==> src/hw/rtl/chm_pkg.sv <==
// Shared types and constants for the chained hash map.
package chm_pkg;
    localparam int BUCKETS_DEF  = 16;
    localparam int CAPACITY_DEF = 16;

    typedef enum logic [1:0] {
        CMD_INSERT = 2'd0,
        CMD_FIND   = 2'd1,
        CMD_DELETE = 2'd2,
        CMD_NONE   = 2'd3
    } cmd_t;

    typedef enum logic [1:0] {
        ST_OK        = 2'd0,
        ST_DUPLICATE = 2'd1,
        ST_FULL      = 2'd2,
        ST_NOT_FOUND = 2'd3
    } status_t;

    // Controller to datapath.
    typedef struct packed {
        logic load;       // capture request, restart bucket hashing
        logic hash;       // advance bucket hashing by one phase
        logic head;       // start walk at bucket head
        logic step;       // follow link of current slot
        logic do_insert;
        logic do_delete;
        logic do_result;  // latch result with given status
        status_t res_status;
        logic res_value;  // drive stored value onto result
    } chm_cmd_t;

    // Datapath to controller.
    typedef struct packed {
        cmd_t    cmd;
        logic    hashed;  // bucket index ready
        logic    at_end;  // current pointer is not a valid slot or walk exhausted
        logic    hit;     // current slot used and key matches
        logic    full;
        logic    free_ok; // a free slot exists
    } chm_stat_t;
endpackage

==> src/hw/rtl/chm_if.sv <==
// Valid/ready channel interfaces for requests and results.
interface chm_req_if;
    logic        valid;
    logic        ready;
    logic [1:0]  cmd;
    logic [31:0] key;
    logic [31:0] value;
    modport source (output valid, cmd, key, value, input ready);
    modport sink   (input valid, cmd, key, value, output ready);
endinterface

interface chm_rsp_if;
    logic        valid;
    logic        ready;
    logic [1:0]  status;
    logic [31:0] value_out;
    modport source (output valid, status, value_out, input ready);
    modport sink   (input valid, status, value_out, output ready);
endinterface

==> src/hw/rtl/chm_ram.sv <==
// Generic single-port-write, registered-read RAM.
module chm_ram #(
    parameter int WIDTH = 32,
    parameter int DEPTH = 16
) (
    input  logic                     clk,
    input  logic                     we,
    input  logic [$clog2(DEPTH)-1:0] waddr,
    input  logic [WIDTH-1:0]         wdata,
    input  logic [$clog2(DEPTH)-1:0] raddr,
    output logic [WIDTH-1:0]         rdata
);
    logic [WIDTH-1:0] mem_reg [DEPTH];

    always_ff @(posedge clk)
    begin
        if (we)
        begin
            mem_reg[waddr] <= wdata;
        end
        rdata <= mem_reg[raddr];
    end
endmodule

==> src/hw/rtl/chm_datapath.sv <==
// Datapath: request registers, chain pointer, entry stores and result register.
module chm_datapath #(
    parameter int BUCKETS  = 16,
    parameter int CAPACITY = 16
) (
    input  logic                clk,
    input  logic                rst_n,
    input  logic [1:0]          req_cmd,
    input  logic [31:0]         req_key,
    input  logic [31:0]         req_value,
    input  chm_pkg::chm_cmd_t   ctl,
    output chm_pkg::chm_stat_t  stat,
    output logic [1:0]          res_status,
    output logic [31:0]         res_value
);
    import chm_pkg::*;

    localparam int PW = $clog2(CAPACITY + 1);
    localparam int SW = (CAPACITY > 1) ? $clog2(CAPACITY) : 1;
    localparam int BW = (BUCKETS > 1) ? $clog2(BUCKETS) : 1;
    localparam logic [PW-1:0] NIL = PW'(CAPACITY);

    // key % BUCKETS: quotient = key * ceil(2^SH / BUCKETS) >> SH, exact for
    // 32-bit keys; the 33-bit reciprocal is applied in two halves.
    localparam int LB = (BUCKETS > 1) ? $clog2(BUCKETS) : 0;
    localparam int SH = 32 + LB;
    localparam logic [63:0] RECIP_W = ((64'd1 << SH) + 64'(BUCKETS - 1)) / 64'(BUCKETS);
    localparam logic [32:0] RECIP = RECIP_W[32:0];

    logic [1:0]  cmd_reg;
    logic [31:0] key_reg, value_reg;
    logic [PW-1:0] ptr_reg, prev_reg;
    logic [PW-1:0] steps_reg;
    logic [PW-1:0] head_reg [BUCKETS];
    logic [PW-1:0] link_reg [CAPACITY];
    logic [CAPACITY-1:0] used_reg;
    logic [PW-1:0] count_reg;
    logic [1:0]  status_reg;
    logic [31:0] vout_reg;
    logic [1:0]  hph_reg;
    logic [64:0] prod_reg;
    logic [BW-1:0] bkt_reg;

    logic [48:0] mul_lo;
    logic [47:0] mul_hi;
    logic [31:0] quo, rem;
    logic [SW-1:0] ptr_idx, prev_idx, free_idx;
    logic ptr_valid, free_found;
    logic [31:0] key_rd, val_rd;

    assign mul_lo = 49'(key_reg) * 49'(RECIP[16:0]);
    assign mul_hi = 48'(key_reg) * 48'(RECIP[32:17]);
    assign quo    = 32'(prod_reg >> SH);
    assign rem    = key_reg - quo * 32'(BUCKETS);

    assign ptr_valid = ptr_reg < NIL;
    assign ptr_idx   = SW'(ptr_reg);
    assign prev_idx  = SW'(prev_reg);

    always_comb
    begin
        free_idx   = '0;
        free_found = 1'b0;
        for (int i = CAPACITY - 1; i >= 0; i--)
        begin
            if (!used_reg[i])
            begin
                free_idx   = SW'(i);
                free_found = 1'b1;
            end
        end
    end

    // Key and value stores read at the pointer; read data is valid in the cycle
    // after the pointer settles (the controller waits in S_WAIT).
    chm_ram #(.WIDTH(32), .DEPTH(CAPACITY)) u_key_ram (
        .clk(clk), .we(ctl.do_insert), .waddr(free_idx), .wdata(key_reg),
        .raddr(ptr_idx), .rdata(key_rd));
    chm_ram #(.WIDTH(32), .DEPTH(CAPACITY)) u_val_ram (
        .clk(clk), .we(ctl.do_insert), .waddr(free_idx), .wdata(value_reg),
        .raddr(ptr_idx), .rdata(val_rd));

    assign stat.cmd     = cmd_t'(cmd_reg);
    assign stat.hashed  = (hph_reg == 2'd3);
    assign stat.at_end  = !ptr_valid || (steps_reg >= NIL);
    assign stat.hit     = ptr_valid && used_reg[ptr_idx] && (key_rd == key_reg);
    assign stat.full    = count_reg >= NIL;
    assign stat.free_ok = free_found;

    always_ff @(posedge clk)
    begin
        if (ctl.load)
        begin
            cmd_reg   <= req_cmd;
            key_reg   <= req_key;
            value_reg <= req_value;
            hph_reg   <= '0;
        end
        if (ctl.hash)
        begin
            case (hph_reg)
                2'd0:    prod_reg <= 65'(mul_lo);
                2'd1:    prod_reg <= prod_reg + {mul_hi, 17'd0};
                default: bkt_reg  <= BW'(rem);
            endcase
            hph_reg <= hph_reg + 2'd1;
        end
        if (ctl.do_result)
        begin
            status_reg <= ctl.res_status;
            vout_reg   <= ctl.res_value ? val_rd : 32'd0;
        end
    end

    always_ff @(posedge clk or negedge rst_n)
    begin
        if (!rst_n)
        begin
            ptr_reg   <= NIL;
            prev_reg  <= NIL;
            steps_reg <= '0;
            used_reg  <= '0;
            count_reg <= '0;
            for (int b = 0; b < BUCKETS; b++)
                head_reg[b] <= NIL;
            for (int s = 0; s < CAPACITY; s++)
                link_reg[s] <= NIL;
        end
        else
        begin
            if (ctl.head)
            begin
                ptr_reg   <= head_reg[bkt_reg];
                prev_reg  <= NIL;
                steps_reg <= '0;
            end
            else if (ctl.step)
            begin
                prev_reg  <= ptr_reg;
                ptr_reg   <= link_reg[ptr_idx];
                steps_reg <= steps_reg + 1'b1;
            end
            if (ctl.do_insert)
            begin
                link_reg[free_idx] <= head_reg[bkt_reg];
                head_reg[bkt_reg]  <= PW'(free_idx);
                used_reg[free_idx] <= 1'b1;
                count_reg          <= count_reg + 1'b1;
            end
            if (ctl.do_delete)
            begin
                if (prev_reg == NIL)
                    head_reg[bkt_reg] <= link_reg[ptr_idx];
                else
                    link_reg[prev_idx] <= link_reg[ptr_idx];
                used_reg[ptr_idx] <= 1'b0;
                link_reg[ptr_idx] <= NIL;
                if (count_reg != '0)
                    count_reg <= count_reg - 1'b1;
            end
        end
    end

    assign res_status = status_reg;
    assign res_value  = vout_reg;
endmodule

==> src/hw/rtl/chm_ctrl.sv <==
// Controller: request handshake, chain walk sequencing, result handshake.
module chm_ctrl (
    input  logic                clk,
    input  logic                rst_n,
    input  logic                in_valid,
    output logic                in_ready,
    output logic                out_valid,
    input  logic                out_ready,
    input  chm_pkg::chm_stat_t  stat,
    output chm_pkg::chm_cmd_t   ctl
);
    import chm_pkg::*;

    typedef enum logic [4:0] {
        S_IDLE  = 5'b00001,
        S_HASH  = 5'b00010,  // bucket index, then head read
        S_WAIT  = 5'b00100,  // RAM read of current slot in flight
        S_CHECK = 5'b01000,
        S_DONE  = 5'b10000
    } state_t;

    state_t state_reg, state_next;
    logic   ovalid_reg, ovalid_next;

    // New request only once the previous result has been taken or is leaving.
    assign in_ready  = (state_reg == S_IDLE) && (!ovalid_reg || out_ready);
    assign out_valid = ovalid_reg;

    always_comb
    begin
        state_next  = state_reg;
        ovalid_next = ovalid_reg && !out_ready;
        ctl         = '0;
        ctl.res_status = ST_NOT_FOUND;
        case (state_reg)
            S_IDLE:
            begin
                if (in_valid && in_ready)
                begin
                    ctl.load   = 1'b1;
                    state_next = S_HASH;
                end
            end
            S_HASH:
            begin
                if (stat.hashed)
                begin
                    ctl.head   = 1'b1;
                    state_next = S_WAIT;
                end
                else
                    ctl.hash = 1'b1;
            end
            S_WAIT:
                state_next = S_CHECK;
            S_CHECK:
            begin
                if (!stat.at_end && !stat.hit)
                begin
                    ctl.step   = 1'b1;
                    state_next = S_WAIT;
                end
                else
                begin
                    state_next    = S_DONE;
                    ctl.do_result = 1'b1;
                    case (stat.cmd)
                        CMD_INSERT:
                        begin
                            if (!stat.at_end && stat.hit)
                                ctl.res_status = ST_DUPLICATE;
                            else if (stat.full || !stat.free_ok)
                                ctl.res_status = ST_FULL;
                            else
                            begin
                                ctl.res_status = ST_OK;
                                ctl.do_insert  = 1'b1;
                            end
                        end
                        CMD_FIND:
                        begin
                            if (!stat.at_end && stat.hit)
                            begin
                                ctl.res_status = ST_OK;
                                ctl.res_value  = 1'b1;
                            end
                        end
                        CMD_DELETE:
                        begin
                            if (!stat.at_end && stat.hit)
                            begin
                                ctl.res_status = ST_OK;
                                ctl.do_delete  = 1'b1;
                            end
                        end
                        default: ctl.res_status = ST_NOT_FOUND;
                    endcase
                end
            end
            S_DONE:
            begin
                ovalid_next = 1'b1;
                state_next  = S_IDLE;
            end
            default:
                state_next = S_IDLE;
        endcase
    end

    always_ff @(posedge clk or negedge rst_n)
    begin
        if (!rst_n)
        begin
            state_reg  <= S_IDLE;
            ovalid_reg <= 1'b0;
        end
        else
        begin
            state_reg  <= state_next;
            ovalid_reg <= ovalid_next;
        end
    end
endmodule

==> src/hw/rtl/chained_hash_map_unit.sv <==
// Chained hash map top level: request and result channels around ctrl and datapath.
// Usage:
//   req channel (sink): cmd 0 insert, 1 find, 2 delete; key; value (insert only).
//   rsp channel (source): status 0 ok, 1 duplicate, 2 full, 3 not found;
//   value_out holds the stored word after a successful find, else zero.
//   One result beat per request beat, in order.
// Sequence: the bucket index is formed by a reciprocal multiply in two halves,
//   then the remainder, then the head read; the chain is then walked one slot
//   at a time (slot RAM read, then compare) until a hit or its end.
// Requests: one at a time; the next request beat is taken at the earliest in
//   the cycle the result goes valid, and only if that result is taken in that same cycle.
// Reset: rst_n clears all chains, slot-used flags and the entry count at once;
//   no clearing pass. Key and value stores are not reset.
// Stall: a result waits in its output register until taken; a new request
//   is not accepted while that register is full and not being drained.
module chained_hash_map_unit #(
    parameter int BUCKETS  = chm_pkg::BUCKETS_DEF,
    parameter int CAPACITY = chm_pkg::CAPACITY_DEF
) (
    input  logic        clk,
    input  logic        rst_n,
    chm_req_if.sink     req,
    chm_rsp_if.source   rsp
);
    import chm_pkg::*;

    chm_cmd_t  ctl;
    chm_stat_t stat;

    chm_ctrl u_ctrl (
        .clk(clk), .rst_n(rst_n),
        .in_valid(req.valid), .in_ready(req.ready),
        .out_valid(rsp.valid), .out_ready(rsp.ready),
        .stat(stat), .ctl(ctl));

    chm_datapath #(.BUCKETS(BUCKETS), .CAPACITY(CAPACITY)) u_dp (
        .clk(clk), .rst_n(rst_n),
        .req_cmd(req.cmd), .req_key(req.key), .req_value(req.value),
        .ctl(ctl), .stat(stat),
        .res_status(rsp.status), .res_value(rsp.value_out));

    a_one_op: assert property (@(posedge clk) disable iff (!rst_n)
        !(ctl.do_insert && ctl.do_delete))
        else $error("insert and delete in same cycle");
    a_value_only_ok: assert property (@(posedge clk) disable iff (!rst_n)
        ctl.res_value |-> (ctl.res_status == ST_OK))
        else $error("value returned with non-ok status");
    a_no_accept_busy: assert property (@(posedge clk) disable iff (!rst_n)
        ctl.load |=> !req.ready)
        else $error("request accepted while busy");
endmodule

==> src/flat_wrapper.sv <==
// flat-port wrapper written by rule: the top's interface ports become plain ports
module chained_hash_map_unit_flat import chm_pkg::*;
#(
    parameter int BUCKETS  = chm_pkg::BUCKETS_DEF,
    parameter int CAPACITY = chm_pkg::CAPACITY_DEF
)
  (clk, rst_n, req_valid, req_cmd, req_key, req_value, req_ready, rsp_valid, rsp_status, rsp_value_out, rsp_ready);
  chm_req_if req_i ();
  chm_rsp_if rsp_i ();
  input  logic clk;
  input  logic rst_n;
  input wire logic [$bits(req_i.valid)-1:0] req_valid;
  input wire logic [$bits(req_i.cmd)-1:0] req_cmd;
  input wire logic [$bits(req_i.key)-1:0] req_key;
  input wire logic [$bits(req_i.value)-1:0] req_value;
  output wire logic [$bits(req_i.ready)-1:0] req_ready;
  output wire logic [$bits(rsp_i.valid)-1:0] rsp_valid;
  output wire logic [$bits(rsp_i.status)-1:0] rsp_status;
  output wire logic [$bits(rsp_i.value_out)-1:0] rsp_value_out;
  input wire logic [$bits(rsp_i.ready)-1:0] rsp_ready;
  assign req_i.valid = req_valid;
  assign req_i.cmd = req_cmd;
  assign req_i.key = req_key;
  assign req_i.value = req_value;
  assign req_ready = req_i.ready;
  assign rsp_valid = rsp_i.valid;
  assign rsp_status = rsp_i.status;
  assign rsp_value_out = rsp_i.value_out;
  assign rsp_i.ready = rsp_ready;
  chained_hash_map_unit #(.BUCKETS(BUCKETS), .CAPACITY(CAPACITY)) u_core (.clk(clk), .rst_n(rst_n), .req(req_i), .rsp(rsp_i));
endmodule
==> config.mk <==
export PLATFORM = sky130hd
export DESIGN_NAME = chained_hash_map_unit_flat
export DESIGN_NICKNAME = d
export VERILOG_FILES = /design/src/hw/rtl/chm_pkg.sv /design/src/hw/rtl/chm_if.sv /design/src/hw/rtl/chm_ram.sv /design/src/hw/rtl/chm_datapath.sv /design/src/hw/rtl/chm_ctrl.sv /design/src/hw/rtl/chained_hash_map_unit.sv /design/src/flat_wrapper.sv
export SDC_FILE = /design/constraint.sdc
export NUM_CORES = 2
export LEC_CHECK = 0
export BUFFER_PORTS_ARGS = -buffer_cell sky130_fd_sc_hd__clkbuf_2
export CAP_MARGIN = 30
export CORE_MARGIN = 3
export CORE_UTILIZATION = 55
export CTS_CLUSTER_DIAMETER = 120
export DETAILED_ROUTE_END_ITERATION = 16
export HOLD_SLACK_MARGIN = 0.15
export PLACE_DENSITY = 0.77
export SYNTH_ARGS = -nofsm -noshare
export SYNTH_HDL_FRONTEND = slang
export SYNTH_HIERARCHICAL = 1
export SYNTH_SLANG_ARGS = --single-unit
==> constraint.sdc <==
create_clock -name clk -period 4.45 [get_ports clk]
set_clock_uncertainty 0.15 [all_clocks]
set_input_delay 0.2225 -clock clk [delete_from_list [all_inputs] [get_ports clk]]
set_output_delay 0.2225 -clock clk [all_outputs]
set_load 0.005 [all_outputs]
==> impl_metrics.env <==
export IMPL_area_growth_syn_to_layout_pct=16.6
export IMPL_grt_max_degree=141
export IMPL_r2r_cells=13
export IMPL_dieArea_um2=104000
export IMPL_place_inst=4357
export IMPL_hpwl_um=72500
export IMPL_max_cap_violations=0
export IMPL_instances_no_fill=4787
export IMPL_irDropWorstVdd_mv=0.569
export IMPL_p_seq_share_pct=55.0
export IMPL_cp_end_kind="register"
export IMPL_numCtsBuffers=137
export IMPL_rows=115
export IMPL_clkPwrFrac_pct=41.9
export IMPL_synthArstFlopShare_pct=14.5
export IMPL_switching_share_pct=21.4
export IMPL_switching_power_mw=5.93
export IMPL_clkSlewWorstSetupHoldPaths_ps=60
export IMPL_p_per_area_nw_per_um2=432
export IMPL_synthCells=3017
export IMPL_cellInternalPower_mw=21.8
export IMPL_die_width_um=322
export IMPL_slew_headroom_pct=30.1
export IMPL_p_comb_share_pct=3.1
export IMPL_synth_nets=3093
export IMPL_htree_levels=4
export IMPL_synth_area_top_cells="edfxtp_1 62%, mux4_2 13%, dfrtp_1 7.6%, dfxtp_1 2.3%, a22oi_1 1.8%"
export IMPL_crit_slowest_cell="a2111oi_0"
export IMPL_ys_seq_area_share_pct=73.3
export IMPL_ys_flop_type="edfxtp_1"
export IMPL_whs_ps=180
export IMPL_timing_rr_end="u_core/u_dp/head_reg[70]"
export IMPL_cp_cell_sequence="xnor2_1 -> o221ai_1 -> a2111oi_0 -> nand4_1 -> nor4b_1 -> buf_4 -> nand2b_1 -> nor4_2 -> nor3b_2 -> nand3_1 -> nor3_2 -> nand2_1 -> mux2_2"
export IMPL_yosys_warnings=6
export IMPL_worst_pin_slew_ps=1050
export IMPL_synth_top_family_by_area="multiplexers"
export IMPL_total_power_mw=27.7
export IMPL_ant_nets=0
export IMPL_cp_depth=13
export IMPL_min_period_over_period_pct=96.6
export IMPL_wl_per_cell_um=28.5
export IMPL_start_util_pct=55.7
export IMPL_p_leak_nw=21.7
export IMPL_grtUsageTotal_pct=26.5
export IMPL_num_vias=30900
export IMPL_min_path_type="in -> reg"
export IMPL_drive_gt1_share_pct=26.1
export IMPL_clock_fmax_mhz=233
export IMPL_critical_path_top_delay_family="simple AND/OR/NAND/NOR gates"
export IMPL_clock_latency_ps=740
export IMPL_synthMuxAreaShare_pct=14.9
export IMPL_setup_tns_ps=0
export IMPL_drv_slew=0
export IMPL_required_ps=4900
export IMPL_ys_ff_latch=1396
export IMPL_finalSetupViolations=0
export IMPL_syn_avg_cell_area_um2=18.2
export IMPL_rsz0062_at_grt="yes"
export IMPL_synth_compound_area_share_pct=4.69
export IMPL_dieHeight_um=322
export IMPL_crit_end="u_core/u_dp/head_reg[70]"
export IMPL_first_iter_violations=3525
export IMPL_grt_pass1_wl_um=203000
export IMPL_cp_slowest_stage_delay_ps=470
export IMPL_cp_max_fo=9
export IMPL_period_needed_ps=4300
export IMPL_cts_sinks=1396
export IMPL_gp_congestion=0.886
export IMPL_fp_coreArea_um2=98900
export IMPL_crit_start="u_core/u_dp/key_reg[17]"
export IMPL_cts_tree="done"
export IMPL_antenna_found_initial=8
export IMPL_drc=0
export IMPL_gr_total_overflow=0
export IMPL_pin_count=106
export IMPL_synth_edff_count=1130
export IMPL_path_buf_inv=1
export IMPL_synth_fa_ha_area_share_pct=0.136
export IMPL_hold_viol=0
export IMPL_via_per_inst=6.46
export IMPL_ys_types=76
export IMPL_r2r_start="u_core/u_dp/key_reg[17]"
export IMPL_first_pass_iters=6
export IMPL_synth_area_leader_cell="edfxtp_1"
export IMPL_drt_wl_total_um=137000
export IMPL_grt_pass1_vias=31800
export IMPL_worstPathArrival_ps=4750
export IMPL_numPortBuffers=105
export IMPL_yosysTopAreaCellShare_pct=61.7
export IMPL_cp_start_kind="register"
export IMPL_syn_area_um2=55000
export IMPL_fin_util_pct=64.9
export IMPL_path_class="reg -> reg"
export IMPL_r2r_setup_slack_ps=150
export IMPL_status="completed"
export IMPL_yosys_area_share_simple_pct=4.86
export IMPL_final_nets=3455
export IMPL_synth_xor_area_share_pct=0.573
export IMPL_clockBufferDepth=3
export IMPL_cts_root_buf="clkbuf_16"
-- worst register-to-register path, cell delays in order (launching register included) --
cell and delay [ps]:
edfxtp_1 410, xnor2_1 330, o221ai_1 190, a2111oi_0 470
nand4_1 160, nor4b_1 300, buf_4 210, nand2b_1 150
nor4_2 200, nor3b_2 260, nand3_1 320, nor3_2 380
nand2_1 280, mux2_2 370
-- per-layer routing --
metal	up-vias	GRT usage, %	part of all wire, %
li1	12700	-	-
met1	16000	34.8	37
met2	1833	44.3	51
met3	360	4.96	9.1
met4	6	10.7	3.7
met5	-	0	0.031
-- cells in the mapped netlist, drive strengths merged (42+ instances only) --
cell       n
and2      42
edfxtp  1130
nor2     167
dfxtp     64
mux2i     96
mux4     309
a22oi    134
clkbuf    78
buf       81
dfrtp    167
o21ai    104
nand2    202
a21oi    109
-- stage by stage --
stage / worst slack [ps] / area (um2)
2_1_floorplan: -141 / 55000
3_3_place_gp: 89.9 / 57800
3_5_place_dp: -101 / 57900
4_1_cts: 0.138 / 63800
5_1_grt: -13.3 / 64100
6_report: 153 / 64200
-- layout by cell type, fill, tap and decap left out, types with 10 or more instances in the layout --
cell type / instances
nand3_1: 36
edfxtp_1: 1130
clkbuf_16: 139
xor2_1: 24
dfxtp_1: 64
xnor2_1: 12
and2_1: 40
nor2_4: 28
clkbuf_1: 28
a22oi_1: 134
a21oi_1: 106
dlygate4sd3_1: 133
o21ai_0: 99
nor2_1: 139
nand2_1: 202
inv_1: 25
buf_12: 27
nand4_1: 11
clkbuf_2: 104
nor3_2: 10
buf_4: 112
dfrtp_1: 165
clkinv_2: 27
mux2i_1: 96
mux2_2: 25
mux4_2: 309
nand2b_1: 12
nor2b_1: 14
clkinv_1: 16
clkbuf_8: 19
dfstp_2: 35
-- final cells by class --
class / instances / area, um2
diodes: 5 / 12.5
flip-flops and latches: 1396 / 40300
fillers: 6260 / 34700
repair buffers: 382 / 3380
well taps: 1287 / 1610
clock buffers: 185 / 3830
inverters: 26 / 103
multi-input cells: 1436 / 14200
clock inverters: 70 / 699
-- timing repair --
item / 4_1_cts / 5_1_grt
endpoints found under the setup margin: 19 / 73
endpoints found under the hold margin: 230 / 0
resized for setup: 1 / 3
hold buffers: 134 / 0
buffers inserted: 0 / 35
-- cells by family (layout without fill, tap and decap cells) --
| logic type | after synthesis | count (layout) |
|---|---|---|
| simple gates | 563 | 563 |
| mux | 431 | 431 |
| xor+xnor | 36 | 36 |
| buf+inv | 185 | 663 |
| fa+ha+maj | 6 | 6 |
| compound gates | 400 | 400 |
| flops | 1396 | 1396 |
| other cells | 0 | 5 |
-- how the worst min path moves through the flow --
stage | from | endpoint | depth (start not counted)
4_1_cts | req_key[3] | u_core/u_dp/key_reg[3] | 2
6_report | req_key[3] | u_core/u_dp/key_reg[3] | 2
5_1_grt | req_key[3] | u_core/u_dp/key_reg[3] | 2
2_1_floorplan | rst_n | u_core/u_ctrl/out_valid | 0
3_5_place_dp | req_value[7] | u_core/u_dp/value_reg[7] | 1
3_3_place_gp | rst_n | u_core/u_dp/link_reg[35] | 1
-- power groups by stage --
stage	Sequential, mW	Clock [mW]	Combinational, mW
finish	15.2	11.6	0.871
global route	15.3	12.2	0.936
detailed placement	15.5	0	0.614
floorplan	15.4	0	0.247
global placement	15.5	0	0.584
CTS	15.3	11.7	0.721
(Power assumes the default switching activity.)
